$ cat config.mk
export PLATFORM = sky130hd
export DESIGN_NAME = tfb_ram
export DESIGN_NICKNAME = d
export VERILOG_FILES = /design/src/sv/tfb_ram.sv
export SDC_FILE = /design/constraint.sdc
export NUM_CORES = 1
export LEC_CHECK = 0
export BUFFER_PORTS_ARGS = -buffer_cell sky130_fd_sc_hd__buf_2
export CAP_MARGIN = 20
export CORE_ASPECT_RATIO = 0.8
export CORE_MARGIN = 2
export CORE_UTILIZATION = 40
export CTS_CLUSTER_DIAMETER = 40
export CTS_CLUSTER_SIZE = 30
export DETAILED_ROUTE_END_ITERATION = 16
export GPL_ROUTABILITY_DRIVEN = 1
export PLACE_DENSITY = 0.65
export SYNTH_ARGS = -nofsm -noshare
export SYNTH_HDL_FRONTEND = slang
export SYNTH_SLANG_ARGS = --single-unit
$ cat constraint.sdc
create_clock -name clock -period 2.5 [get_ports clock]
set_input_delay 0.75 -clock clock [delete_from_list [all_inputs] [get_ports clock]]
set_output_delay 0.75 -clock clock [all_outputs]
set_load 0.1 [all_outputs]
$ cat src/sv/tfb_ram.sv
// Generic single-write, single-read RAM with registered read data.
// No dependencies.
module tfb_ram #(
   parameter int WIDTH = 8,
   parameter int DEPTH = 64,
   localparam int AW = (DEPTH > 1) ? $clog2(DEPTH) : 1
) (
   input  logic             clock,
   input  logic             we,
   input  logic [AW-1:0]    waddr,
   input  logic [WIDTH-1:0] wdata,
   input  logic [AW-1:0]    raddr,
   output logic [WIDTH-1:0] rdata
);

   logic [WIDTH-1:0] mem_ff [DEPTH];
   logic [WIDTH-1:0] rdata_ff;

   always_ff @(posedge clock) begin
      if (we) begin
         mem_ff[waddr] <= wdata;
      end
      rdata_ff <= mem_ff[raddr];
   end

   assign rdata = rdata_ff;

endmodule

==> results.json <==
{
  "ir_worst_vdd_mv": 0.684,
  "numClockSinks": 520,
  "synth_xor_area_share_pct": 0,
  "synth-simple-area-share_pct": 3.39,
  "p_per_area_nw_per_um2": 780,
  "fin_crit_ns": 2.28,
  "outcome": "complete, no violations",
  "cp.required_ns": 2.96,
  "busiest_layer": "met1",
  "drv_cap": 0,
  "crit_path_start": "raddr[0]",
  "ys_types": 40,
  "p_leak_uw": 0.00780,
  "syn_area_um2": 20200,
  "timing.final.crit_share_pct": 91.3,
  "track_usage_pct": 17.9,
  "hp-class": "input pin to register",
  "final-hold-violation-count": 0,
  "met2_usage_pct": 26.3,
  "fp.dieW_um": 255,
  "rrSetupSlack_ns": 0.51,
  "wl_per_cell_um": 24.7,
  "crit_path_end_kind": "register",
  "cp_max_fo": 14,
  "p_total_uw": 18700,
  "die_h_um": 205,
  "die_area_um2": 52200,
  "gr-usage-met1_pct": 27.0,
  "post_cts.repair.setup_buffers": 0,
  "setup_ws_ns": 0.219,
  "ys_warn_count": 0,
  "clkTransAtPathRegs_ns": 0.08,
  "start_util_pct": 40.5,
  "synth_area_leader_cell": "edfxtp_1",
  "cts-resized-gates": 0,
  "tightestPinTransition_ns": 0.978,
  "stdcell_count": 1841,
  "hold_buffers": 0,
  "place_worst_setup_slack_ns": -0.384,
  "rr_worst_depth": 5,
  "antenna_found_initial": 3,
  "io_pins": 30,
  "port_buffers": 29,
  "drt.antenna.violating_nets": 0,
  "netlist.area_leader.share_pct": 76.2,
  "yosys-top-cells-area": "edfxtp_1 76%, mux4_2 14%, nor2_1 1.5%",
  "grt.overflow.total": 0,
  "via_count": 10000,
  "mappedNetlistNets": 962,
  "synth.avg_cell_area_um2": 21.5,
  "yosys.area_share.adder_pct": 0,
  "final_common_cell": "edfxtp_1",
  "synth_top_family_by_area": "multiplexers",
  "cts.path.max_buffers": 3,
  "synth_mux_area_share_pct": 15.9,
  "synthArstFlopShare_pct": 0,
  "insertion_delay_ns": 0.59,
  "gp_congestion": 0.841,
  "core_area_um2": 49800,
  "route.detailed.drc": 0,
  "dp_cells": 1749,
  "drt_first_pass_iters": 5,
  "drtIter0Drc": 1026,
  "crit_end": "rdata[5]$_DFF_P_",
  "drt_wl_total_mm": 45.4,
  "grt_max_degree": 65,
  "htreeDepth": 2,
  "rsz0062_at_grt": "no",
  "reg2reg_to": "rdata[5]$_DFF_P_",
  "crit_type": "input pin to register",
  "place_hpwl_mm": 29.0,
  "clock_skew_ns": 0.0338,
  "rows": 73,
  "grt_pass1_vias": 10100,
  "synth_edf_count": 512,
  "r2r_start": "mem_ff[3][5]$_DFFE_PP_",
  "fin_tns_setup_ns": 0,
  "root_buffer": "clkbuf_16",
  "synth_cells": 940,
  "cp-start-kind": "input pin",
  "final_cell_mix": "512 x edfxtp_1, 141 x buf_4, 126 x mux4_2, 83 x nor2_1, 51 x clkbuf_16",
  "holdWs_ns": 0.611,
  "timing.final.max_slew_violations": 0,
  "slew_headroom_pct": 34.8,
  "yosysSeqAreaShare_pct": 77.0,
  "numCtsBuffers": 49,
  "cts_tree": "done",
  "use_met3_pct": 4.65,
  "ys.flop_type": "edfxtp_1",
  "drive_gt1_share_pct": 35.5,
  "setup_violations": 0,
  "fillerInstances": 4063,
  "grt_pass1_wl_mm": 67.4,
  "fmax_mhz": 438,
  "area_growth_pct": 19.1,
  "layout.nets": 1148,
  "arrival_ns": 2.74,
  "vias_per_cell": 5.46,
  "synth_compound_area_share_pct": 2.07,
  "ys_ff_latch": 520
}
==> synthesized netlist by cell type (all sizes together), types with 6 or more instances <==
cell / n
nor3: 7
buf: 34
o22ai: 8
nand2b: 7
nand3: 13
mux2: 13
o221ai: 8
nand2: 19
a221oi: 6
mux4: 126
edfxtp: 512
dfxtp: 8
clkbuf: 17
nor2: 83
nor2b: 14
mux2i: 23
==> critical path, cell delays in order <==
cell and delay [ns]:
clkbuf_8 0.24, buf_12 0.19, mux4_2 0.50, nor2b_1 0.15
a2111oi_0 0.59, buf_4 0.25, o41ai_1 0.07
==> metal layers <==
layer | share of wire [%] | vias up | wire length (um)
li1 | - | 4321 | -
met1 | 45 | 5270 | 20600
met2 | 44 | 389 | 20200
met3 | 8.5 | 62 | 3850
met4 | 1.7 | 2 | 771
met5 | 0.033 | - | 15
==> sequential cells by signal (all words and copies together) (netlist names) <==
name    cells
rdata       8
mem_ff    512
==> report_power, final <==
| group | leakage (uW) | internal (uW) | switching [uW] |
|---|---|---|---|
| sequential | 0.00467 | 9640 | 34.4 |
| combinational | 0.00228 | 436 | 687 |
| clock | 0.000850 | 4270 | 3660 |
==> kinds of logic (layout without fill, tap and decap cells) <==
kind of cell           Yosys count  count (layout)
buffers and inverters           51             276
muxes                          162             162
other                            0               1
DFF                            520             520
AOI/OAI and AO/OA               54              54
and+or+nand+nor                153             153
==> worst min-delay path by stage <==
stage,to,slack [ns],start,cells past startpoint
floorplan,rdata[0]$_DFF_P_,0.72,mem_ff[34][0]$_DFFE_PP_,4
global placement,rdata[4]$_DFF_P_,0.79,mem_ff[30][4]$_DFFE_PP_,3
detailed placement,rdata[6]$_DFF_P_,0.81,mem_ff[31][6]$_DFFE_PP_,3
CTS,rdata[6]$_DFF_P_,0.59,raddr[5],3
global route,mem_ff[35][0]$_DFFE_PP_,0.60,wdata[0],1
finish,mem_ff[35][0]$_DFFE_PP_,0.61,wdata[0],1
==> layout make-up <==
| cell class | instances | area, um^2 | area share [%] |
|---|---|---|---|
| sequential | 520 | 15500 | 64.7 |
| multi-input combinational | 369 | 4320 | 18.0 |
| timing repair buffer | 186 | 1560 | 6.51 |
| clock buffer | 52 | 1280 | 5.33 |
| tap | 675 | 845 | 3.52 |
| clock inverter | 38 | 482 | 2.01 |
| antenna | 1 | 2.50 | 0.0104 |
==> metrics by stage <==
| step | cell area, um^2 | util (%) |
|---|---|---|
| after floorplan | 20200 | - |
| after global placement | 22200 | 44.7 |
| after detailed placement | 22200 | 44.7 |
| after CTS | 24000 | 48.2 |
| after global routing | 24000 | 48.3 |
| final | 24000 | 48.3 |
Power figures use the tool's default switching activity.
