$ cat config.mk
export PLATFORM = sky130hd
export DESIGN_NAME = tfb_back
export DESIGN_NICKNAME = d
export VERILOG_FILES = /design/src/sv/tfb_pkg.sv /design/src/sv/tfb_back.sv
export SDC_FILE = /design/constraint.sdc
export NUM_CORES = 1
export LEC_CHECK = 0
export ABC_AREA = 1
export BUFFER_PORTS_ARGS = -buffer_cell sky130_fd_sc_hd__buf_2
export CAP_MARGIN = 10
export CORE_AREA = 2 2 55 57
export CTS_CLUSTER_DIAMETER = 80
export DETAILED_ROUTE_END_ITERATION = 10
export DIE_AREA = 0 0 57 59
export PLACE_DENSITY = 0.73
export SYNTH_ARGS = -nofsm -noshare
export SYNTH_HDL_FRONTEND = slang
export SYNTH_SLANG_ARGS = --single-unit
$ cat constraint.sdc
create_clock -name clock -period 3.1 [get_ports clock]
set_input_delay 0 -clock clock [delete_from_list [all_inputs] [get_ports clock]]
set_output_delay 0 -clock clock [all_outputs]
set_load 0.1 [all_outputs]
$ cat src/sv/tfb_pkg.sv
// Package for the terminator-flushed byte buffer.
// Shared constants, register codes and the result item type; no dependencies.
package tfb_pkg;

   localparam int BUFFER_DEPTH_DEF = 64;
   localparam int MAX_TERM_LEN_DEF = 8;
   localparam int CMD_QUEUE_DEPTH  = 4;
   localparam int OUT_QUEUE_DEPTH  = 4;

   localparam int BYTE_W     = 8;
   localparam int CAP_W      = 7;
   localparam int TLEN_W     = 4;
   localparam int TERM_W     = 64;
   localparam int CSR_IDX_W  = 2;
   localparam int CSR_DATA_W = 64;

   localparam logic [CAP_W-1:0]  CAP_RESET  = 7'd64;
   localparam logic [TLEN_W-1:0] TLEN_RESET = 4'd1;
   localparam logic [TERM_W-1:0] TERM_RESET = 64'd10;

   localparam logic [CSR_IDX_W-1:0] CSR_CAPACITY    = 2'd0;
   localparam logic [CSR_IDX_W-1:0] CSR_TERM_LENGTH = 2'd1;
   localparam logic [CSR_IDX_W-1:0] CSR_TERM_BYTES  = 2'd2;

   localparam logic CMD_WRITE = 1'b0;
   localparam logic CMD_CLOSE = 1'b1;

   typedef struct packed {
      logic [BYTE_W-1:0] out_byte;
      logic              last;
      logic              empty_res;
   } rsp_item_type;

endpackage

$ cat src/sv/tfb_back.sv
// Back end: executes queued commands, draining the buffer RAM oldest first
// and then storing the new byte if the command has one. Depends on tfb_pkg.
module tfb_back import tfb_pkg::*; #(
   parameter int BUFFER_DEPTH = BUFFER_DEPTH_DEF,
   parameter int OUT_DEPTH    = OUT_QUEUE_DEPTH,
   localparam int CW  = $clog2(BUFFER_DEPTH + 1),
   localparam int AW  = (BUFFER_DEPTH > 1) ? $clog2(BUFFER_DEPTH) : 1,
   localparam int EW  = 2 + CW + AW + BYTE_W,
   localparam int OCW = $clog2(OUT_DEPTH + 1)
) (
   input  logic              clock,
   input  logic              reset,
   input  logic              cmd_valid,
   input  logic [EW-1:0]     cmd_data,
   output logic              cmd_pop,
   output logic              ram_we,
   output logic [AW-1:0]     ram_waddr,
   output logic [BYTE_W-1:0] ram_wdata,
   output logic [AW-1:0]     ram_raddr,
   input  logic [BYTE_W-1:0] ram_rdata,
   input  logic [OCW-1:0]    out_count,
   output logic              out_push,
   output rsp_item_type      out_item
);

   logic              h_flush, h_store;
   logic [CW-1:0]     h_count;
   logic [AW-1:0]     h_addr;
   logic [BYTE_W-1:0] h_byte;

   logic [CW-1:0] idx_ff, idx_in;
   logic          drained_ff, drained_in;
   logic          pend_ff, pend_last_ff, pend_empty_ff;
   logic          issue, issue_last, credit;

   assign {h_flush, h_store, h_count, h_addr, h_byte} = cmd_data;

   assign credit = ((OCW+1)'(out_count) + (OCW+1)'(pend_ff)) < (OCW+1)'(OUT_DEPTH);

   always_comb begin
      issue      = 1'b0;
      issue_last = 1'b0;
      idx_in     = idx_ff;
      drained_in = drained_ff;
      cmd_pop    = 1'b0;
      ram_we     = 1'b0;
      if (cmd_valid && h_flush && !drained_ff) begin
         if (credit) begin
            issue      = 1'b1;
            issue_last = (h_count == '0) || (idx_ff + 1'b1 == h_count);
            idx_in     = issue_last ? '0 : idx_ff + 1'b1;
            drained_in = issue_last;
         end
      end else if (cmd_valid) begin
         ram_we     = h_store;
         cmd_pop    = 1'b1;
         drained_in = 1'b0;
      end
   end

   assign ram_raddr = idx_ff[AW-1:0];
   assign ram_waddr = h_addr;
   assign ram_wdata = h_byte;

   always_ff @(posedge clock) begin
      if (reset) begin
         idx_ff     <= '0;
         drained_ff <= 1'b0;
         pend_ff    <= 1'b0;
      end else begin
         idx_ff     <= idx_in;
         drained_ff <= drained_in;
         pend_ff    <= issue;
      end
   end

   always_ff @(posedge clock) begin
      pend_last_ff  <= issue_last;
      pend_empty_ff <= (h_count == '0);
   end

   assign out_push           = pend_ff;
   assign out_item.out_byte  = pend_empty_ff ? '0 : ram_rdata;
   assign out_item.last      = pend_last_ff;
   assign out_item.empty_res = pend_empty_ff;

endmodule
==> results.json <==
{
  "status": "completed",
  "cp_data_arrival_time_ns": 1.90,
  "whs_path_depth": 0,
  "avgRoutedWirePerCell_um": 9.95,
  "met2_usage": 0.207,
  "comb_power_share": 0.315,
  "routed_wl_um": 1980,
  "cts_tree": "yes",
  "holdCritPathClass": "input pin to output port",
  "hpwlAfterDp_um": 1570,
  "synth_compound_area_frac": 0.0583,
  "synth.area.mux_share": 0,
  "postLayoutCoreUtil": 0.378,
  "synthFlopType": "dfxtp_1",
  "cts-htree-levels": 1,
  "switching_share": 0.404,
  "ant_nets": 0,
  "cts_buffers": 3,
  "synthSimpleGateAreaFrac": 0.384,
  "grt_pass1_vias": 730,
  "final.setup_skew_ns": 0.00121,
  "worstPathRequired_ns": 3.28,
  "antenna_found_initial": 0,
  "grt_busiest_layer": "met2",
  "initial_core_util": 0.340,
  "syn_nets": 184,
  "numClockSinks": 11,
  "filler_cell_count": 304,
  "setup_viol": 0,
  "dieHeight_um": 59,
  "synth_adder_area_share": 0.0136,
  "internal_power_uw": 217,
  "synth_top_family_by_area": "simple AND/OR/NAND/NOR gates",
  "clk_latency_ns": 0.28,
  "slew_headroom": 0.676,
  "syn_inst": 146,
  "peakVddDrop_v": 0.000209,
  "fin_crit_sh": 0.556,
  "place_congestion": 0.885,
  "cp-start-kind": "flop",
  "coreArea_um2": 2710,
  "multi_input_area_um2": 447,
  "cp-end-kind": "flop",
  "seq_area_um2": 220,
  "dieArea_um2": 3360,
  "fmax_mhz": 581,
  "power_density_nw_per_um2": 355,
  "syn_avg_cell_area_um2": 6.32,
  "grt_use_total": 0.116,
  "synth_edf_count": 0,
  "hold_viol": 0,
  "nets": 207,
  "synth-seq-cells": 11,
  "n_antenna_cell": 0,
  "seqPwrFrac": 0.398,
  "drv_cap": 0,
  "synth_area_um2": 922,
  "clk_path_buf_depth": 2,
  "fp-row-count": 19,
  "grt_max_degree": 13,
  "firstDrtPassIters": 4,
  "use_met1": 0.123,
  "criticalPathCategory": "flop to flop",
  "vias_per_cell": 4.44,
  "portBuffers": 41,
  "power_switching_uw": 147,
  "period_needed_ns": 1.72,
  "ff2ff_path_depth": 14,
  "ys_types": 24,
  "dr.first_iter.drc_count": 19,
  "drive_gt1_frac": 0.351,
  "drc": 0,
  "cts_root_buf": "clkbuf_4",
  "pin_count": 70,
  "met3_usage": 0.0284,
  "p_total_uw": 364,
  "grt_remaining_overflow": 0,
  "synthArstFlopShare": 0,
  "seq_area_frac_synth": 0.239,
  "leakagePower_uw": 0.000551,
  "die_width_um": 57,
  "post-cts-setup-buffer-count": 0,
  "vias": 883,
  "area_growth_pct": 11.0,
  "cts.clk_slew.worst_paths_ns": 0.08,
  "finalMaxSlewViolations": 0,
  "ys.warnings.count": 0,
  "tightest_slew_ns": 0.490,
  "p_clk_frac": 0.287,
  "worstPathMaxFanout": 6,
  "finalSetupTns_ns": 0,
  "rsz0062_at_grt": "false",
  "synth-xor-area-share": 0.0285,
  "grt_pass1_wl_um": 2970
}
path summary, 6_finish.rpt:
kind	slack, ns	to	start
max	1.38	idx_ff[4]	idx_ff[0]
min	0.00004	ram_waddr[0]	cmd_data[8]
max reg2reg	1.38	idx_ff[4]	idx_ff[0]
min reg2reg	0.52	drained_ff	drained_ff
Yosys cell counts (2+ instances only):
cell type | instances | share of area
buf_4 | 22 | 0.18
a21oi_1 | 4 | 0.022
o21ai_1 | 2 | 0.011
nand2_1 | 32 | 0.13
nand2_2 | 6 | 0.041
xor2_1 | 2 | 0.019
inv_1 | 19 | 0.077
nand3b_1 | 3 | 0.024
nor2_2 | 5 | 0.034
nand3_1 | 5 | 0.027
o21bai_1 | 2 | 0.016
nor2_1 | 22 | 0.090
dfxtp_1 | 11 | 0.24
metal layers:
| metal | vias up | wire length [um] |
|---|---|---|
| li1 | 465 | - |
| met1 | 374 | 844 |
| met2 | 39 | 916 |
| met3 | 5 | 179 |
| met4 | 0 | 41 |
| met5 | - | 0 |
sequential cells by signal, indices dropped and copies added (netlist names):
signal and flops:
idx_ff 7, drained_ff 1, out_push 1, pend_empty_ff 1, pend_last_ff 1
layout by cell type (no fill, tap or decap), types with 2 or more instances in the layout:
cell      instances
buf_2            41
nand2_1          32
nor2_1           22
inv_1            19
dfxtp_1          11
nand2_2           6
nor2_2            5
nand3_1           5
a21oi_1           4
nand3b_1          3
clkbuf_4          3
xor2_1            2
o21bai_1          2
o21ai_1           2
critical path: stages, from the launching register on:
cell and delay (ns):
dfxtp_1 0.45, ha_1 0.22, nand2_2 0.10, nor2_4 0.11, nand2_1 0.07, nand2_2 0.07
nand2_2 0.06, nand2_1 0.06, nand2_1 0.05, nor2_1 0.09, nand2_1 0.05, nand2_1 0.06
nand2_2 0.08, nand2_2 0.10, nor2_1 0.05
logic make-up after synthesis:
kind of cell | Yosys count
adders and majority gates | 1
xor gates and xnor gates | 3
buffers and inverters | 44
and+or+nand+nor | 78
DFF | 11
AOI/OAI and AO/OA | 9
final cells by class:
cell class | count | area share
multi-input combinational | 91 | 0.436
sequential | 11 | 0.215
timing repair buffer | 42 | 0.210
inverter | 20 | 0.0733
tap | 31 | 0.0379
clock buffer | 3 | 0.0220
clock inverter | 1 | 0.00489
through the flow:
step	instance area (um2)	hold WS [ns]	setup WS [ns]	cells
finish	1020	0.0000439	1.38	199
global route	1020	0.000165	1.14	199
CTS	1020	0.000681	1.36	199
detailed placement	986	0.000681	1.37	194
global placement	986	0.000681	1.42	194
floorplan	922	0.0624	1.35	146
power groups by stage:
stage / clock network [uW] / logic, uW / registers, uW
5_1_grt: 111 / 121 / 145
6_report: 104 / 115 / 145
3_5_place_dp: 0 / 113 / 148
2_1_floorplan: 0 / 171 / 150
3_3_place_gp: 0 / 113 / 148
4_1_cts: 108 / 115 / 145
timing repair:
item                                    in CTS  in global routing
hold endpoints to repair                     2                  0
hold buffers                                 1                  0
resized for setup                            0                  0
endpoints found under the setup margin       0                  0
Power figures use the tool's default switching activity.
