===== src/sv/tfb_queue.sv =====
// Small FIFO of register slots, used for the command queue and the result queue.
// No dependencies.
module tfb_queue #(
   parameter int WIDTH = 8,
   parameter int DEPTH = 4,
   localparam int CW = $clog2(DEPTH + 1)
) (
   input  logic             clock,
   input  logic             reset,
   input  logic             push,
   input  logic [WIDTH-1:0] push_data,
   input  logic             pop,
   output logic [WIDTH-1:0] head_data,
   output logic             full,
   output logic             empty,
   output logic [CW-1:0]    count
);

   localparam int PW = (DEPTH > 1) ? $clog2(DEPTH) : 1;

   logic [WIDTH-1:0] mem_ff [DEPTH];
   logic [PW-1:0]    wr_ptr_ff, wr_ptr_in;
   logic [PW-1:0]    rd_ptr_ff, rd_ptr_in;
   logic [CW-1:0]    count_ff, count_in;
   logic             do_push, do_pop;

   assign full    = (count_ff == CW'(DEPTH));
   assign empty   = (count_ff == '0);
   assign do_push = push && !full;
   assign do_pop  = pop && !empty;

   always_comb begin
      wr_ptr_in = wr_ptr_ff;
      rd_ptr_in = rd_ptr_ff;
      count_in  = count_ff;
      if (do_push) begin
         wr_ptr_in = (wr_ptr_ff == PW'(DEPTH - 1)) ? '0 : wr_ptr_ff + 1'b1;
      end
      if (do_pop) begin
         rd_ptr_in = (rd_ptr_ff == PW'(DEPTH - 1)) ? '0 : rd_ptr_ff + 1'b1;
      end
      if (do_push && !do_pop) begin
         count_in = count_ff + 1'b1;
      end else if (do_pop && !do_push) begin
         count_in = count_ff - 1'b1;
      end
   end

   always_ff @(posedge clock) begin
      if (reset) begin
         wr_ptr_ff <= '0;
         rd_ptr_ff <= '0;
         count_ff  <= '0;
      end else begin
         wr_ptr_ff <= wr_ptr_in;
         rd_ptr_ff <= rd_ptr_in;
         count_ff  <= count_in;
      end
   end

   always_ff @(posedge clock) begin
      if (do_push) begin
         mem_ff[wr_ptr_ff] <= push_data;
      end
   end

   assign head_data = mem_ff[rd_ptr_ff];
   assign count     = count_ff;

endmodule


===== config.mk =====
export PLATFORM = sky130hd
export DESIGN_NAME = tfb_queue
export DESIGN_NICKNAME = d
export VERILOG_FILES = /design/src/sv/tfb_queue.sv
export SDC_FILE = /design/constraint.sdc
export NUM_CORES = 1
export LEC_CHECK = 0
export BUFFER_PORTS_ARGS = -buffer_cell sky130_fd_sc_hd__buf_4
export CAP_MARGIN = 40
export CELL_PAD_IN_SITES_DETAIL_PLACEMENT = 1
export CELL_PAD_IN_SITES_GLOBAL_PLACEMENT = 2
export CORE_MARGIN = 1
export CORE_UTILIZATION = 40
export CTS_CLUSTER_SIZE = 12
export DETAILED_ROUTE_END_ITERATION = 12
export PLACE_DENSITY_LB_ADDON = 0.1
export REMOVE_ABC_BUFFERS = 1
export SLEW_MARGIN = 20
export SYNTH_ARGS = -nofsm -noshare
export SYNTH_HDL_FRONTEND = slang
export SYNTH_SLANG_ARGS = --single-unit

===== constraint.sdc =====
create_clock -name clock -period 5.75 [get_ports clock]
set_clock_uncertainty 0.2 [all_clocks]
set_input_delay 1.725 -clock clock [delete_from_list [all_inputs] [get_ports clock]]
set_output_delay 1.725 -clock clock [all_outputs]
set_load 0.01 [all_outputs]

==> out/results.tsv, run 1 <==
stage	metric	value	unit
final_layout	area_delta_synth_final	18.6	%
hold_path	whs_path_depth	2	
worst_setup_path	critical_path_arrival	1.71	ns
pwr	static-leakage-power	0.725	nW
sta	maxSlewHeadroom	61.9	%
placement	preCtsSetupSlack	2.11	ns
yosys	synthesis.yosys.warnings	0	
yosys	combinational_family_with_the_most_area_after_synthesis	multiplexers	
sta	fmaxAchievable	275	MHz
clock_tree	cts-hold-fix-buffers	0	
yosys	yosysTopAreaCell	sky130_fd_sc_hd__edfxtp_1	
placement	place_area	0.00186	mm²
global_route	grt_remaining_overflow	0	
run	max_cap_viol_count	0	
pwr	clock_power_share	22.7	%
route	firstDrtPassIters	4	
route	drt-vias-per-instance	5.10	
pwr	power_density	409	mW/mm²
yosys	synth_area	0.00165	mm²
yosys	number_of_standard_cells_after_synthesis	92	
route	route.detailed.wl_per_inst	15.4	µm
sta	fin_crit	3.64	ns
clock_tree	post_cts_resized	0	
status	outcome	complete, no violations	
pwr	power.share.combinational	26.9	%
yosys	synth.top_cells.by_area	sky130_fd_sc_hd__edfxtp_1, sky130_fd_sc_hd__dfxtp_1, sky130_fd_sc_hd__mux4_2, sky130_fd_sc_hd__ha_1, sky130_fd_sc_hd__and3_2	
yosys	synth_cell_types	26	
yosys	synth_seq_area_share	69.4	%
clock_tree	clock_tree.root_cell	sky130_fd_sc_hd__clkbuf_8	
global_route	number_of_global_route_vias_before_repair	871	
pwr	share_seq_of_total_power	50.3	%
clock_tree	worstSkewPairLatency	0.28	ns
global_route	grt.total_usage	13.6	%
yosys	synth_compound_gate_area_share	3.04	%
placement	place.gp.congestion	0.702	
final_layout	insertedDiodeCount	0	
yosys	post_synthesis_xor_xnor_area_fraction	1.06	%
floorplanning	die-area	0.00437	mm²
clock_tree	cts_htree_levels	2	
final_layout	post_layout_nonfiller_instances	168	
route	totalWireLength	2580	µm
placement	port_buffer_count	24	
sta	post_route_fraction_of_the_period_consumed_by_the_critical_path	63.3	%
sta	hold-worst-slack	0.318	ns
sta	timing.final.setup_violations	0	
worst_setup_path	timing.critical_path.to_type	output pin	
yosys	synth-seq-cells	41	
sta	tightest_slew	0.571	ns
floorplanning	io_pins	25	
worst_setup_path	r2r-start	count[0]	
sta	slew_violations	0	
floorplanning	num_rows	22	
yosys	post_synth_and_or_nand_nor_area_fraction	5.70	%
final_layout	most-common-layout-cells	sky130_fd_sc_hd__edfxtp_1, sky130_fd_sc_hd__buf_4, sky130_fd_sc_hd__dfxtp_1	
global_route	grt_start_max_net_pins	13	
route	route.antenna.remaining_nets	0	
sta	postLayoutSetupSlackWorst	2.11	ns
floorplanning	floorplan.die.height	66.1	µm
final_layout	design_area	0.00195	mm²
yosys	synthAdderAreaFrac	5.78	%
clock_tree	tritoncts_clock_tree	yes	
pwr	swShare	27.2	%
sta	final.setup.tns	0	ns
floorplanning	floorplan.die.width	66.1	µm
final_layout	layout_commonest_cell	sky130_fd_sc_hd__edfxtp_1	
clock_tree	post_cts.repair.setup_buffers	0	
yosys	average_size_of_a_mapped_cell	17.9	µm²
worst_setup_path	setup.worst_path.start_class	flip-flop	
floorplanning	design.core.area	0.00380	mm²
final_layout	post_route_cells_drive_above_1_share	39.2	%
worst_setup_path	critPathRequiredTime	3.83	ns
hold_path	hold_path_startpoint	rd_ptr_ff[0]	
final_layout	nNetsFinal	138	
pwr	max-vdd-ir-drop	0.000173	V
worst_setup_path	critical_path_peak_fanout	8	
route	vias	856	
clock_tree	clkSlewWorstSetupHoldPaths	0.07	ns
hold_path	timing.hold.worst.class	flip-flop to flip-flop	
clock_tree	number_of_clock_sinks	41	
worst_setup_path	rr_endpoint	count[2]	
pwr	switching_power	0.217	mW
placement	dp.final_hpwl	1880	µm
clock_tree	cts_buffers	5	
worst_setup_path	ff2ff_setup_slack	3.14	ns
sta	rsz0062_at_grt	false	
placement	place_inst	160	
global_route	grt_pass1_wl	4100	µm
global_route	antenna_violations_before_repair	0	
yosys	synth_top_area_share	58.4	%
yosys	post_synth_mux_area_share	12.2	%
hold_path	timing.hold.worst_endpoint	rd_ptr_ff[0]	
pwr	cell_internal_pwr	0.581	mW
sta	timing_hold_violations_final	0	
route	detailedRoute.firstIterationViolations	25	
floorplanning	start_util	43.3	%
worst_setup_path	reg2regPathDepth	9	
route	post-route-drc-count	0	
worst_setup_path	critical_path_class	flip-flop to output pin	
clock_tree	cts_buffer_depth	2	
==> logic make-up after synthesis <==
group | Yosys count
fa+ha+maj | 7
mux | 10
buf+inv | 9
compound gates | 7
xor+xnor | 2
flops | 41
simple gates | 16
==> worst max-delay path, stage by stage (launching register included) <==
cell,delay [ns]
sky130_fd_sc_hd__dfxtp_1,0.68
sky130_fd_sc_hd__mux4_2,0.59
sky130_fd_sc_hd__buf_4,0.16
==> power by group through the flow <==
stage,Sequential [mW],Combinational [mW],Clock [mW]
after floorplan,0.400,0.132,0
after global placement,0.406,0.215,0
after global routing,0.410,0.237,0.201
after detailed placement,0.410,0.219,0
after CTS,0.404,0.219,0.189
final,0.402,0.215,0.181
==> sequential cells by signal, indices dropped and copies added (netlist names), named ones only <==
name	cells
mem_ff	32
count	3
rd_ptr_ff	2
wr_ptr_ff	2
==> layout make-up <==
cell class              count  area (µm²)
clock buffers               8        90.1
fillers                   370        1850
inverters                   5        23.8
multi-input cells          42         457
flip-flops and latches     41        1140
well taps                  48        60.1
repair buffers             24         180
==> worst max-delay path by stage <==
stage,to,depth (start not counted)
4_1_cts,head_data[2],2
3_3_place_gp,count[2],9
2_1_floorplan,count[2],8
6_report,head_data[2],2
5_1_grt,head_data[7],2
3_5_place_dp,count[2],9
==> cell usage after synthesis, drive strengths merged <==
library cell	count
clkbuf	1
buf	3
nor2	4
a21oi	3
nor3	2
and3	4
o31ai	2
nand3	2
dfxtp	9
mux2i	2
fa	1
clkinv	1
nand2	1
o21ai	2
mux4	8
xor2	2
or3b	1
ha	6
or3	2
inv	4
edfxtp	32
==> metrics by stage <==
stage,utilization [%],power (mW)
floorplan,-,0.532
global placement,49.0,0.621
detailed placement,49.0,0.629
CTS,51.4,0.812
global route,51.4,0.848
finish,51.4,0.798
==> routing by layer <==
metal | part of all wire, % | vias to the layer above | GRT usage, %
li1 | - | 404 | -
met1 | 40 | 428 | 15.5
met2 | 54 | 21 | 23.3
met3 | 4.7 | 3 | 4.83
met4 | 1.1 | 0 | 4.79
met5 | 0 | - | 0
Power figures use the tool's default switching activity.
==> inputs of run 2 (changes only) <==
- CORE_UTILIZATION: 40 -> 36
- clock period: 5.75 -> 3.2 ns (I/O delays scaled with it)
==> run 2 against run 1 <==
  * Register-to-register slack worse by 2.6 ns
  * Die area is 11% higher
  * Design area grew 2.0%
  * Combinational power increased by 93%
  * Sequential share of layout area decreased by 1.1 points
  * Wire length rose by 9.1%
  * Non-clock buffer count rose by 1
  * Global-route usage decreased by 0.37 points
  * Setup slack got worse by 1.6 ns
  * Worst hold slack got worse by 0.0020 ns
  * Sequential power rose by 75%
==> out/results.tsv, run 2 (synthesis gave the netlist of run 1 again) <==
stage	metric	value	unit	change
pwr	clock_power_share	27.5	%	+4.8 points
global_route	antenna_violations_before_repair	0		unchanged
final_layout	nNetsFinal	139		+0.72%
clock_tree	post_cts_resized	0		unchanged
clock_tree	clkSlewWorstSetupHoldPaths	0.07	ns	about the same
sta	final.setup.tns	0	ns	unchanged
route	totalWireLength	2820	µm	+9.1%
sta	postLayoutSetupSlackWorst	0.545	ns	-1.57 ns
pwr	static-leakage-power	0.743	nW	+2.5%
pwr	max-vdd-ir-drop	0.000313	V	+81%
worst_setup_path	critPathRequiredTime	2.04	ns	-1.79 ns
clock_tree	worstSkewPairLatency	0.29	ns	about the same
worst_setup_path	setup.worst_path.start_class	flip-flop		
pwr	cell_internal_pwr	1.13	mW	+94%
global_route	number_of_global_route_vias_before_repair	936		+7.5%
sta	tightest_slew	0.425	ns	-0.146 ns
final_layout	post_route_cells_drive_above_1_share	40.5	%	+1.3 points
global_route	grt_start_max_net_pins	13		unchanged
final_layout	ff_latch_area	0.00114	mm²	unchanged
pwr	power.share.combinational	26.9	%	about the same
clock_tree	cts_htree_levels	2		unchanged
final_layout	multi_input_area	457	µm²	unchanged
sta	slew_violations	0		unchanged
global_route	grt_remaining_overflow	0		unchanged
route	post-route-drc-count	0		unchanged
clock_tree	cts_buffer_depth	2		unchanged
floorplanning	floorplan.die.height	69.6	µm	+5.2%
route	detailedRoute.firstIterationViolations	73		+190%
global_route	grt_pass1_wl	4660	µm	+14%
status	outcome	complete, no violations		
pwr	switching_power	0.411	mW	+89%
placement	port_buffer_count	24		unchanged
clock_tree	clock_tree.root_cell	sky130_fd_sc_hd__clkbuf_8		
hold_path	timing.hold.worst.class	flip-flop to flip-flop		
sta	timing.final.setup_violations	0		unchanged
global_route	grt.total_usage	13.2	%	-0.37 points
pwr	share_seq_of_total_power	45.6	%	-4.7 points
route	route.antenna.remaining_nets	0		unchanged
final_layout	largest_reg_flops	32		unchanged
final_layout	most-common-layout-cells	sky130_fd_sc_hd__edfxtp_1, sky130_fd_sc_hd__buf_4, sky130_fd_sc_hd__dfxtp_1		
pwr	power_after_layout	1.54	mW	+93%
final_layout	post_layout_nonfiller_instances	173		+3.0%
final_layout	design_area	0.00199	mm²	+2.0%
clock_tree	tritoncts_clock_tree	yes		
sta	timing_hold_violations_final	0		unchanged
final_layout	area_delta_synth_final	21.0	%	
final_layout	insertedDiodeCount	0		unchanged
floorplanning	start_util	37.5	%	-5.8 points
worst_setup_path	critical_path_arrival	1.50	ns	-0.21 ns
floorplanning	die-area	0.00484	mm²	+11%
sta	rsz0062_at_grt	false		
worst_setup_path	critical_path_peak_fanout	8		unchanged
placement	place_inst	165		+3.1%
worst_setup_path	timing.critical_path.to_type	output pin		
worst_setup_path	ff2ff_setup_slack	0.58	ns	-2.56 ns
pwr	swShare	26.7	%	-0.49 points
sta	maxSlewHeadroom	71.6	%	+9.7 points
clock_tree	number_of_clock_sinks	41		unchanged
final_layout	num-fill-cells	445		+20%
route	route.detailed.wl_per_inst	16.3	µm	+6.0%
sta	fin_crit	2.66	ns	
sta	post_route_fraction_of_the_period_consumed_by_the_critical_path	83.0	%	
floorplanning	floorplan.die.width	69.6	µm	+5.2%
clock_tree	cts-hold-fix-buffers	0		unchanged
final_layout	top_register	mem_ff		
final_layout	layout_commonest_cell	sky130_fd_sc_hd__edfxtp_1		
placement	place_area	0.00187	mm²	+0.67%
floorplanning	io_pins	25		unchanged
placement	dp.final_hpwl	2000	µm	+6.7%
clock_tree	post_cts.repair.setup_buffers	0		unchanged
clock_tree	cts_buffers	5		unchanged
route	drt-vias-per-instance	4.99		-2.1%
floorplanning	design.core.area	0.00438	mm²	+15%
floorplanning	num_rows	24		+9.1%
placement	place.gp.congestion	0.738		+5.2%
route	vias	863		+0.82%
sta	fmaxAchievable	377	MHz	
run	max_cap_viol_count	0		unchanged
pwr	power_density	773	mW/mm²	+89%
worst_setup_path	critical_path_class	flip-flop to output pin		
route	firstDrtPassIters	4		unchanged
placement	preCtsSetupSlack	0.313	ns	-1.80 ns
run 2: cell types whose count changed in the layout (fill, tap and decap cells not counted), sizes merged:
| cell | before | now |
|---|---|---|
| buf | 24 | 25 |
| bufinv | 0 | 1 |
| clkbuf | 8 | 7 |
run 2: worst paths after layout:
path | start | endpoint | depth (start not counted)
setup / recovery | flip-flop | head_data[7] | 3
hold / removal | rd_ptr_ff[0] | rd_ptr_ff[0] | 2
hold reg to reg | rd_ptr_ff[0] | rd_ptr_ff[0] | 2
setup reg to reg | count[0] | count[2] | 9
run 2: cell type report:
type | instances | area share [%]
multi-input combinational | 42 | 22.9
timing repair buffer | 25 | 9.43
tap | 52 | 3.27
clock buffer | 7 | 4.34
clock inverter | 1 | 1.51
inverter | 5 | 1.19
sequential | 41 | 57.3
run 2: stage by stage:
step / utilization, % / hold slack (ns)
floorplan: - / 0.256
global placement: 42.8 / 0.301
detailed placement: 42.8 / 0.307
CTS: 45.4 / 0.322
global route: 45.4 / 0.366
finish: 45.4 / 0.316
run 2: power groups by stage:
stage               logic (mW)  registers (mW)  clock network (mW)
floorplan                0.237           0.719                   0
global placement         0.418           0.710                   0
detailed placement       0.425           0.716                   0
CTS                      0.426           0.704               0.433
global route             0.453           0.712               0.460
finish                   0.414           0.702               0.423
run 2: metal layers:
metal | part of all wire, % | global-route usage [%] | up-vias
met5 | 0 | 0 | -
met4 | 1.8 | 5.44 | 0
met3 | 4.8 | 4.51 | 7
met2 | 52 | 23.6 | 22
met1 | 41 | 14.1 | 428
li1 | - | - | 406
run 2: critical path, cell delays in order, from the launching register on:
cell and delay (ns):
sky130_fd_sc_hd__dfxtp_1 0.31, sky130_fd_sc_hd__buf_4 0.21, sky130_fd_sc_hd__mux4_2 0.53, sky130_fd_sc_hd__buf_4 0.16
==> inputs of run 3 (changes only) <==
- CORE_UTILIZATION: 36 -> 40
- clock period: 3.2 -> 2.56 ns (I/O delays scaled with it)
==> run 3 against run 2 <==
  * Worst hold slack worse by 0.011 ns
  * Flip-flop and latch count stayed put
  * Non-clock buffer count is 6 higher
  * Clock power is 16% higher
  * Cell count is 0.58% higher
  * Design area is 1.4% higher
  * Combinational power is 35% higher
  * Global-route usage is 1.2 points higher
  * Highest routed layer unchanged
  * Largest cell class unchanged
==> out/results.tsv, run 3 (synthesis gave the netlist of run 1 again) <==
stage	metric	value	unit	change
route	drt-vias-per-instance	4.99		about the same
floorplanning	die-area	0.00437	mm²	-9.7%
status	outcome	complete, no violations		
clock_tree	cts_buffer_depth	2		unchanged
clock_tree	worstSkewPairLatency	0.29	ns	about the same
global_route	antenna_violations_before_repair	0		unchanged
route	vias	868		+0.58%
worst_setup_path	crit_slowest_cell	sky130_fd_sc_hd__mux4_2		
clock_tree	number_of_clock_sinks	41		unchanged
clock_tree	cts_buffers	5		unchanged
final_layout	post_route_cells_drive_above_1_share	44.4	%	+3.9 points
sta	fmaxAchievable	407	MHz	
sta	timing_hold_violations_final	0		unchanged
final_layout	area_delta_synth_final	22.7	%	
pwr	static-leakage-power	0.767	nW	+3.3%
pwr	power_density	948	mW/mm²	+23%
final_layout	most-common-layout-cells	sky130_fd_sc_hd__edfxtp_1, sky130_fd_sc_hd__buf_4, sky130_fd_sc_hd__mux4_2, sky130_fd_sc_hd__dfxtp_1, sky130_fd_sc_hd__ha_1		
final_layout	ff_latch_area	0.00114	mm²	+0.11%
final_layout	insertedDiodeCount	0		unchanged
placement	dp.final_hpwl	1930	µm	-3.6%
pwr	max-vdd-ir-drop	0.000466	V	+49%
final_layout	nNetsFinal	145		+4.3%
global_route	grt_remaining_overflow	0		unchanged
placement	place.gp.congestion	0.715		-3.1%
clock_tree	tritoncts_clock_tree	yes		
worst_setup_path	crit_path_max_incr_delay	0.53	ns	about the same
floorplanning	io_pins	25		unchanged
pwr	clock_power_share	25.5	%	-2.0 points
sta	tightest_slew	0.392	ns	-0.0323 ns
clock_tree	post_cts.repair.setup_buffers	0		unchanged
global_route	grt_pass1_wl	4370	µm	-6.2%
worst_setup_path	path_common_cell	sky130_fd_sc_hd__buf_4		
hold_path	timing.hold.worst.class	flip-flop to flip-flop		
sta	rsz0062_at_grt	false		
floorplanning	floorplan.die.height	66.1	µm	-5.0%
global_route	grt.total_usage	14.4	%	+1.2 points
route	route.detailed.wl_per_inst	15.0	µm	-8.0%
worst_setup_path	rr_endpoint	count[2]		
sta	hold-worst-slack	0.305	ns	-0.0109 ns
hold_path	whs_path_depth	2		unchanged
final_layout	num-fill-cells	375		-16%
worst_setup_path	critical_path.cell_chain	buf_4 -> mux4_2 -> buf_4		
clock_tree	clkSlewWorstSetupHoldPaths	0.07	ns	about the same
final_layout	layout_commonest_cell	sky130_fd_sc_hd__edfxtp_1		
route	detailedRoute.firstIterationViolations	19		-74%
floorplanning	num_rows	22		-8.3%
clock_tree	clock_tree.root_cell	sky130_fd_sc_hd__clkbuf_8		
floorplanning	floorplan.die.width	66.1	µm	-5.0%
sta	timing.final.setup_violations	0		unchanged
route	route.antenna.remaining_nets	0		unchanged
worst_setup_path	reg2regPathDepth	9		unchanged
global_route	number_of_global_route_vias_before_repair	921		-1.6%
placement	port_buffer_count	24		unchanged
global_route	grt_start_max_net_pins	13		unchanged
pwr	share_seq_of_total_power	45.4	%	-0.2 points
clock_tree	cts_htree_levels	2		unchanged
final_layout	top_register	mem_ff		
worst_setup_path	ff2ff_setup_slack	0.22	ns	-0.36 ns
route	post-route-drc-count	0		unchanged
worst_setup_path	r2r-start	count[2]		
sta	maxSlewHeadroom	73.8	%	+2.2 points
floorplanning	design.core.area	0.00380	mm²	-13%
worst_setup_path	timing.critical_path.to_type	output pin		
run	max_cap_viol_count	0		unchanged
worst_setup_path	critical_path_class	flip-flop to output pin		
final_layout	largest_reg_flops	32		unchanged
final_layout	multi_input_area	457	µm²	unchanged
worst_setup_path	critical_path_peak_fanout	8		unchanged
hold_path	hold_path_startpoint	rd_ptr_ff[0]		
worst_setup_path	setup.worst_path.start_class	flip-flop		
pwr	cell_internal_pwr	1.40	mW	+24%
pwr	swShare	26.7	%	-0.036 points
route	firstDrtPassIters	4		unchanged
floorplanning	start_util	43.3	%	+5.8 points
worst_setup_path	critical_path_arrival	1.49	ns	about the same
route	totalWireLength	2610	µm	-7.4%
hold_path	timing.hold.worst_endpoint	rd_ptr_ff[0]		
sta	post_route_fraction_of_the_period_consumed_by_the_critical_path	96.0	%	
pwr	power_after_layout	1.91	mW	+24%
pwr	switching_power	0.511	mW	+24%
worst_setup_path	critPathRequiredTime	1.59	ns	-0.45 ns
sta	fin_crit	2.46	ns	
sta	slew_violations	0		unchanged
pwr	power.share.combinational	29.1	%	+2.2 points
==> run 3: timing repair <==
| action | 4_1_cts | 5_1_grt |
|---|---|---|
| gates resized for setup | 0 | 1 |
| hold buffers | 0 | 0 |
| hold endpoints to repair | 0 | 0 |
| endpoints found under the setup margin | 0 | 1 |
==> run 3: how the worst max path moves through the flow <==
stage / end / startpoint / cells past startpoint / slack [ns]
6_report: head_data[7] / flip-flop / 3 / 0.10
5_1_grt: head_data[7] / flip-flop / 3 / 0.03
4_1_cts: head_data[7] / flip-flop / 3 / 0.07
3_5_place_dp: count[2] / push / 9 / -0.05
3_3_place_gp: count[2] / push / 9 / -0.002
2_1_floorplan: count[2] / count[0] / 9 / 0.06
==> run 3: power groups by stage <==
| stage | Combinational (mW) | Clock [mW] | Sequential [mW] |
|---|---|---|---|
| after floorplan | 0.297 | 0 | 0.898 |
| after global placement | 0.558 | 0 | 0.878 |
| after detailed placement | 0.569 | 0 | 0.884 |
| after CTS | 0.570 | 0.501 | 0.870 |
| after global routing | 0.612 | 0.524 | 0.883 |
| final | 0.557 | 0.489 | 0.868 |
==> run 3: cell type report <==
class	count	share of cell area [%]
sequential	41	56.6
multi-input combinational	42	22.6
inverter	5	1.18
clock inverter	2	1.73
tap	48	2.97
timing repair buffer	31	11.5
clock buffer	5	3.41
==> run 3: critical path, delay by kind of cell, from the launching register on <==
kind | cells | cell delay, ns
flip-flops | 1 | 0.31
multiplexers | 1 | 0.53
buffers and inverters | 2 | 0.36
==> run 3: metrics by stage <==
step | setup WS [ns] | cell area [µm²] | util, % | instances | setup TNS (ns)
finish | 0.104 | 2020 | 53.2 | 174 | 0
global route | 0.0334 | 2020 | 53.2 | 174 | 0
CTS | 0.0737 | 2020 | 53.1 | 174 | 0
detailed placement | -0.0542 | 1910 | 50.4 | 167 | -0.0542
global placement | -0.00153 | 1910 | 50.4 | 167 | -0.00153
floorplan | 0.0597 | 1620 | - | 88 | 0
==> run 3: layer usage <==
metal | part of all wire [%] | GRT usage (%) | up-vias
met5 | 0 | 0 | -
met4 | 2.2 | 7.18 | 0
met3 | 5.6 | 3.62 | 6
met2 | 50 | 24.1 | 26
met1 | 42 | 17.1 | 419
li1 | - | - | 417
